==> src/rtl/tpsd_pkg.sv <==
// Shared types, constants and register codes of the temporal pixel stability detector.
package tpsd_pkg;

   localparam int MAX_HISTORY      = 8;
   localparam int MAX_FRAME_PIXELS = 4096;

   localparam int CHAN_W   = 8;
   localparam int CHANNELS = 3;
   localparam int PIXEL_W  = CHANNELS * CHAN_W;
   localparam int POS_W    = 12;

   localparam int DEPTH_W  = 4;
   localparam int TOL_W    = 8;
   localparam int CHCNT_W  = 2;
   localparam int FPIX_W   = 13;

   localparam int CSR_INDEX_W = 2;
   localparam int CSR_DATA_W  = 13;

   localparam logic [CSR_INDEX_W-1:0] CSR_HISTORY_DEPTH = 2'd0;
   localparam logic [CSR_INDEX_W-1:0] CSR_TOLERANCE     = 2'd1;
   localparam logic [CSR_INDEX_W-1:0] CSR_CHANNEL_COUNT = 2'd2;
   localparam logic [CSR_INDEX_W-1:0] CSR_FRAME_PIXELS  = 2'd3;

   localparam logic [DEPTH_W-1:0] HISTORY_DEPTH_RESET = 4'd5;
   localparam logic [TOL_W-1:0]   TOLERANCE_RESET     = 8'd5;
   localparam logic [CHCNT_W-1:0] CHANNEL_COUNT_RESET = 2'd3;
   localparam logic [FPIX_W-1:0]  FRAME_PIXELS_RESET  = 13'd4096;

   typedef struct packed {
      logic [CHAN_W-1:0] chan0;
      logic [CHAN_W-1:0] chan1;
      logic [CHAN_W-1:0] chan2;
   } req_type;

   typedef struct packed {
      logic             stable;
      logic [POS_W-1:0] pixel_position;
      logic             frame_last;
   } rsp_type;

   // Position tag that travels with a pixel through the compare stage.
   typedef struct packed {
      logic [POS_W-1:0] pixel_position;
      logic             frame_last;
   } tag_type;

   // Compare settings seen by every lane.
   typedef struct packed {
      logic [TOL_W-1:0]   tolerance;
      logic [CHCNT_W-1:0] channel_count;
   } cmp_cfg_type;

endpackage

==> src/rtl/tpsd_merge.sv <==
// Combine lane verdicts into the stable flag and hold the result register.
module tpsd_merge #(
   parameter int MAX_HISTORY = tpsd_pkg::MAX_HISTORY
) (
   input  logic                   clock,
   input  logic                   reset,
   input  logic                   in_valid,
   input  logic [MAX_HISTORY-1:0] lane_ok,
   input  tpsd_pkg::tag_type      in_tag,
   output logic                   advance,
   output logic                   rsp_valid,
   input  logic                   rsp_stall,
   output tpsd_pkg::rsp_type      rsp_data
);

   logic              rsp_valid_ff;
   logic              rsp_valid_in;
   tpsd_pkg::rsp_type rsp_data_ff;

   // Move forward when the result register is empty or being taken.
   assign advance      = !rsp_valid_ff || !rsp_stall;
   assign rsp_valid_in = advance ? in_valid : rsp_valid_ff;

   always_ff @(posedge clock) begin
      if (reset) begin
         rsp_valid_ff <= 1'b0;
      end else begin
         rsp_valid_ff <= rsp_valid_in;
      end
      if (advance && in_valid) begin
         rsp_data_ff.stable         <= &lane_ok;
         rsp_data_ff.pixel_position <= in_tag.pixel_position;
         rsp_data_ff.frame_last     <= in_tag.frame_last;
      end
   end

   assign rsp_valid = rsp_valid_ff;
   assign rsp_data  = rsp_data_ff;

endmodule

==> config.mk <==
export PLATFORM = sky130hd
export DESIGN_NAME = tpsd_merge
export DESIGN_NICKNAME = d
export VERILOG_FILES = /design/src/rtl/tpsd_pkg.sv /design/src/rtl/tpsd_merge.sv
export SDC_FILE = /design/constraint.sdc
export NUM_CORES = 1
export LEC_CHECK = 0
export BUFFER_PORTS_ARGS = -buffer_cell sky130_fd_sc_hd__clkbuf_2
export CAP_MARGIN = 25
export CORE_AREA = 2 2 39 41
export CTS_CLUSTER_DIAMETER = 120
export DETAILED_ROUTE_END_ITERATION = 10
export DIE_AREA = 0 0 41 43
export GPL_TIMING_DRIVEN = 0
export PLACE_DENSITY_LB_ADDON = 0.12
export SLEW_MARGIN = 25
export SYNTH_ARGS = -nofsm -noshare
export SYNTH_HDL_FRONTEND = slang
export SYNTH_SLANG_ARGS = --single-unit
==> constraint.sdc <==
create_clock -name clock -period 3.44 [get_ports clock]
set_input_delay 1.032 -clock clock [delete_from_list [all_inputs] [get_ports clock]]
set_output_delay 1.032 -clock clock [all_outputs]
set_load 0.02 [all_outputs]
==> run summary <==
Post-route insts no fill: 82
Type of element capturing the critical path: output port
Logic depth of the worst register-to-register path: 2
Latest clock arrival within the worst-skew pair: 0.27 ns
Global-route wire length before repair: 1190 um
Via count of the first global-routing pass: 291
Detailed-route via count: 356
Yosys warning count: 0
Post-synthesis cell type with the largest combined area: edfxtp_1
CTS Buffer Depth: 2
RD Place Congestion: 0.597
Share of synthesized area occupied by flip-flops and latches: 92.6%
Worst Hold End: rsp_valid
Worst path bufs/invs: 2
Mapped Nets: 47
Number of enable-type register cells in the synthesized netlist: 14
Post-cts resize count: 0
Crit path cell chain: clkbuf_2 -> nand2_1 -> clkbuf_2
Port Buffer Count: 40
Residual DRC: 0
Cell leakage power: 0.334 nW
Number of placed instances with taps included: 78
Global-route congestion overflow total: 0
RSZ-0062 raised after global routing: no
Hold buffer count at cts: 0
Run status: finished, final reports clean
Aggregate global-route resource usage: 11.1%
Worst path required time: 2.41 ns
Count of mapped cells out of synthesis: 22
Total clock sinks: 15
Worst setup timing slack at the placement stage: 1.06 ns
Worst VDD drop: 0.240 mV
DP Area: 696 um^2
Most frequently used flop master after synthesis: edfxtp_1
Worst hold path cell count: 2
Share of layout cells above drive strength 1: 65.2%
CTS tree: yes
Post-synthesis cell area: 475 um^2
Antenna violations before repair: 0
Area fraction of the dominant cell type after synthesis: 88.4%
Total number of nets in the final design: 92
Post-layout worst setup margin: 1.06 ns
Routed wire per std cell: 10.6 um
Launch instance of the worst min-delay path: rsp_valid
Max-slew violation count: 0
Cell with the most instances after synthesis: edfxtp_1
Width of the chip: 41 um
Clock Tree Root: clkbuf_4
Detailed Routing Iterations Pass 1: 3
Distinct cell type count of the synthesized netlist: 7
Top-Level Pins: 41
Hold Violations, Final: 0
Total length of routed wires: 872 um
Top Family by Delay on Critical Path: buffers and inverters
Worst-case hold slack: 0.515 ns
Final setup violation count: 0
Share of the clock period used by the worst path after layout: 69.3%
Post-CTS repair timing setup buffer count: 0
Syn avg cell area: 21.6 um^2
Vias per std cell: 4.34
Initial cell density of the core: 34.4%
Met2 routing resource usage after global routing: 17.8%
Cell Pwr Density: 486 nW/um^2
Core area: 1380 um^2
Height of the chip: 43 um
Post-route clock skew: 0.00123 ns
Post-layout minimum cycle time: 2.38 ns
Maximum fanout along the worst path: 2
Worst slew margin: 59.1%
Standard-cell row count: 14
Kind of start point of the critical path: primary input
Clock transition at the register clock pins on the worst setup and hold paths after CTS: 0.08 ns
Slew of the pin with the lowest slew margin: 0.613 ns
Class of the most critical hold timing path: reg -> reg
Final Core Density: 52.2%
Critical path class: in -> out
Remaining antenna violation count after routing: 0
Accumulated negative setup slack: 0 ns
Number of synthesized register bits: 15
Cell seen most often among critical-path stages: clkbuf_2
Count of maximum capacitance violations: 0
Overall die area: 1760 um^2
Most crowded layer after global routing: met2
Total design power: 0.351 mW
Num CTS Buffers: 3
Ant. Diodes: 0
Worst endpoint data arrival time: 1.35 ns
Highest attainable clock frequency: 419 MHz
Met3 Track Usage GR: 3.14%
Maximum number of pins on one net before global-route repair: 15
Ranking of synthesized cells by area: edfxtp_1, dfxtp_1, nand4_1
CTS HTree Levels: 1
Proportion of synthesized flip-flops having asynchronous set or reset: 0%
Post-route standard cell area excluding fillers: 722 um^2
CP max stage cell: clkbuf_2
Post-synth top cells: edfxtp_1, nand4_1, nor2_1
Worst reg2reg endpoint: rsp_data[10]
Max stage delay on crit path: 0.16 ns
Violation count after the first detailed-routing iteration: 2
Setup slack on the worst flop-to-flop path: 2.16 ns
Met1 Track Usage GR: 11.3%
Area growth, synth to finish: 51.8%
Launch point of the worst reg-to-reg path: rsp_valid
==> cell type report <==
| cell class | instances | area, um^2 |
|---|---|---|
| Clock buffer | 4 | 26.3 |
| Fill cell | 130 | 662 |
| Multi-Input combinational cell | 7 | 35.0 |
| Sequential cell | 15 | 440 |
| Tap cell | 16 | 20.0 |
| Timing Repair Buffer | 40 | 200 |
==> cells by family after synthesis <==
kind of cell,after synthesis,share of synthesized area [%]
simple gates,6,6.32
flops,15,92.6
compound gates,1,1.05
==> cell usage in the layout, fill, tap and decap left out <==
cell type / instances
edfxtp_1: 14
clkbuf_1: 1
nand2_1: 1
and2_1: 1
dfxtp_1: 1
clkbuf_2: 40
nand4_1: 2
a21oi_1: 1
nor2_1: 2
clkbuf_4: 3
==> worst reg2reg max path: stages (launching register included) <==
cell and delay [ns]:
dfxtp_1 0.33, nand2_1 0.07, and2_1 0.52
==> worst max-delay path by stage <==
stage,start,cells past startpoint,endpoint
after global routing,rsp_stall,3,advance
after floorplan,rsp_stall,1,advance
final,rsp_stall,3,advance
after global placement,rsp_stall,3,advance
after detailed placement,rsp_stall,3,advance
after CTS,rsp_stall,3,advance
==> where the power goes <==
group          internal [mW]  total [mW]  switching [mW]
Combinational         0.0172      0.0424          0.0252
Clock                 0.0448      0.0937          0.0489
Sequential             0.212       0.214         0.00283
==> metal layers <==
layer	up-vias	part of all wire [%]
li1	174	-
met1	161	33
met2	21	59
met3	0	7.5
met4	0	0
met5	-	0
==> flip-flops by register name, summed over array words and instances, names as in the netlist <==
| name | cells |
|---|---|
| rsp_data | 14 |
| rsp_valid | 1 |
Power figures use the tool's default switching activity.
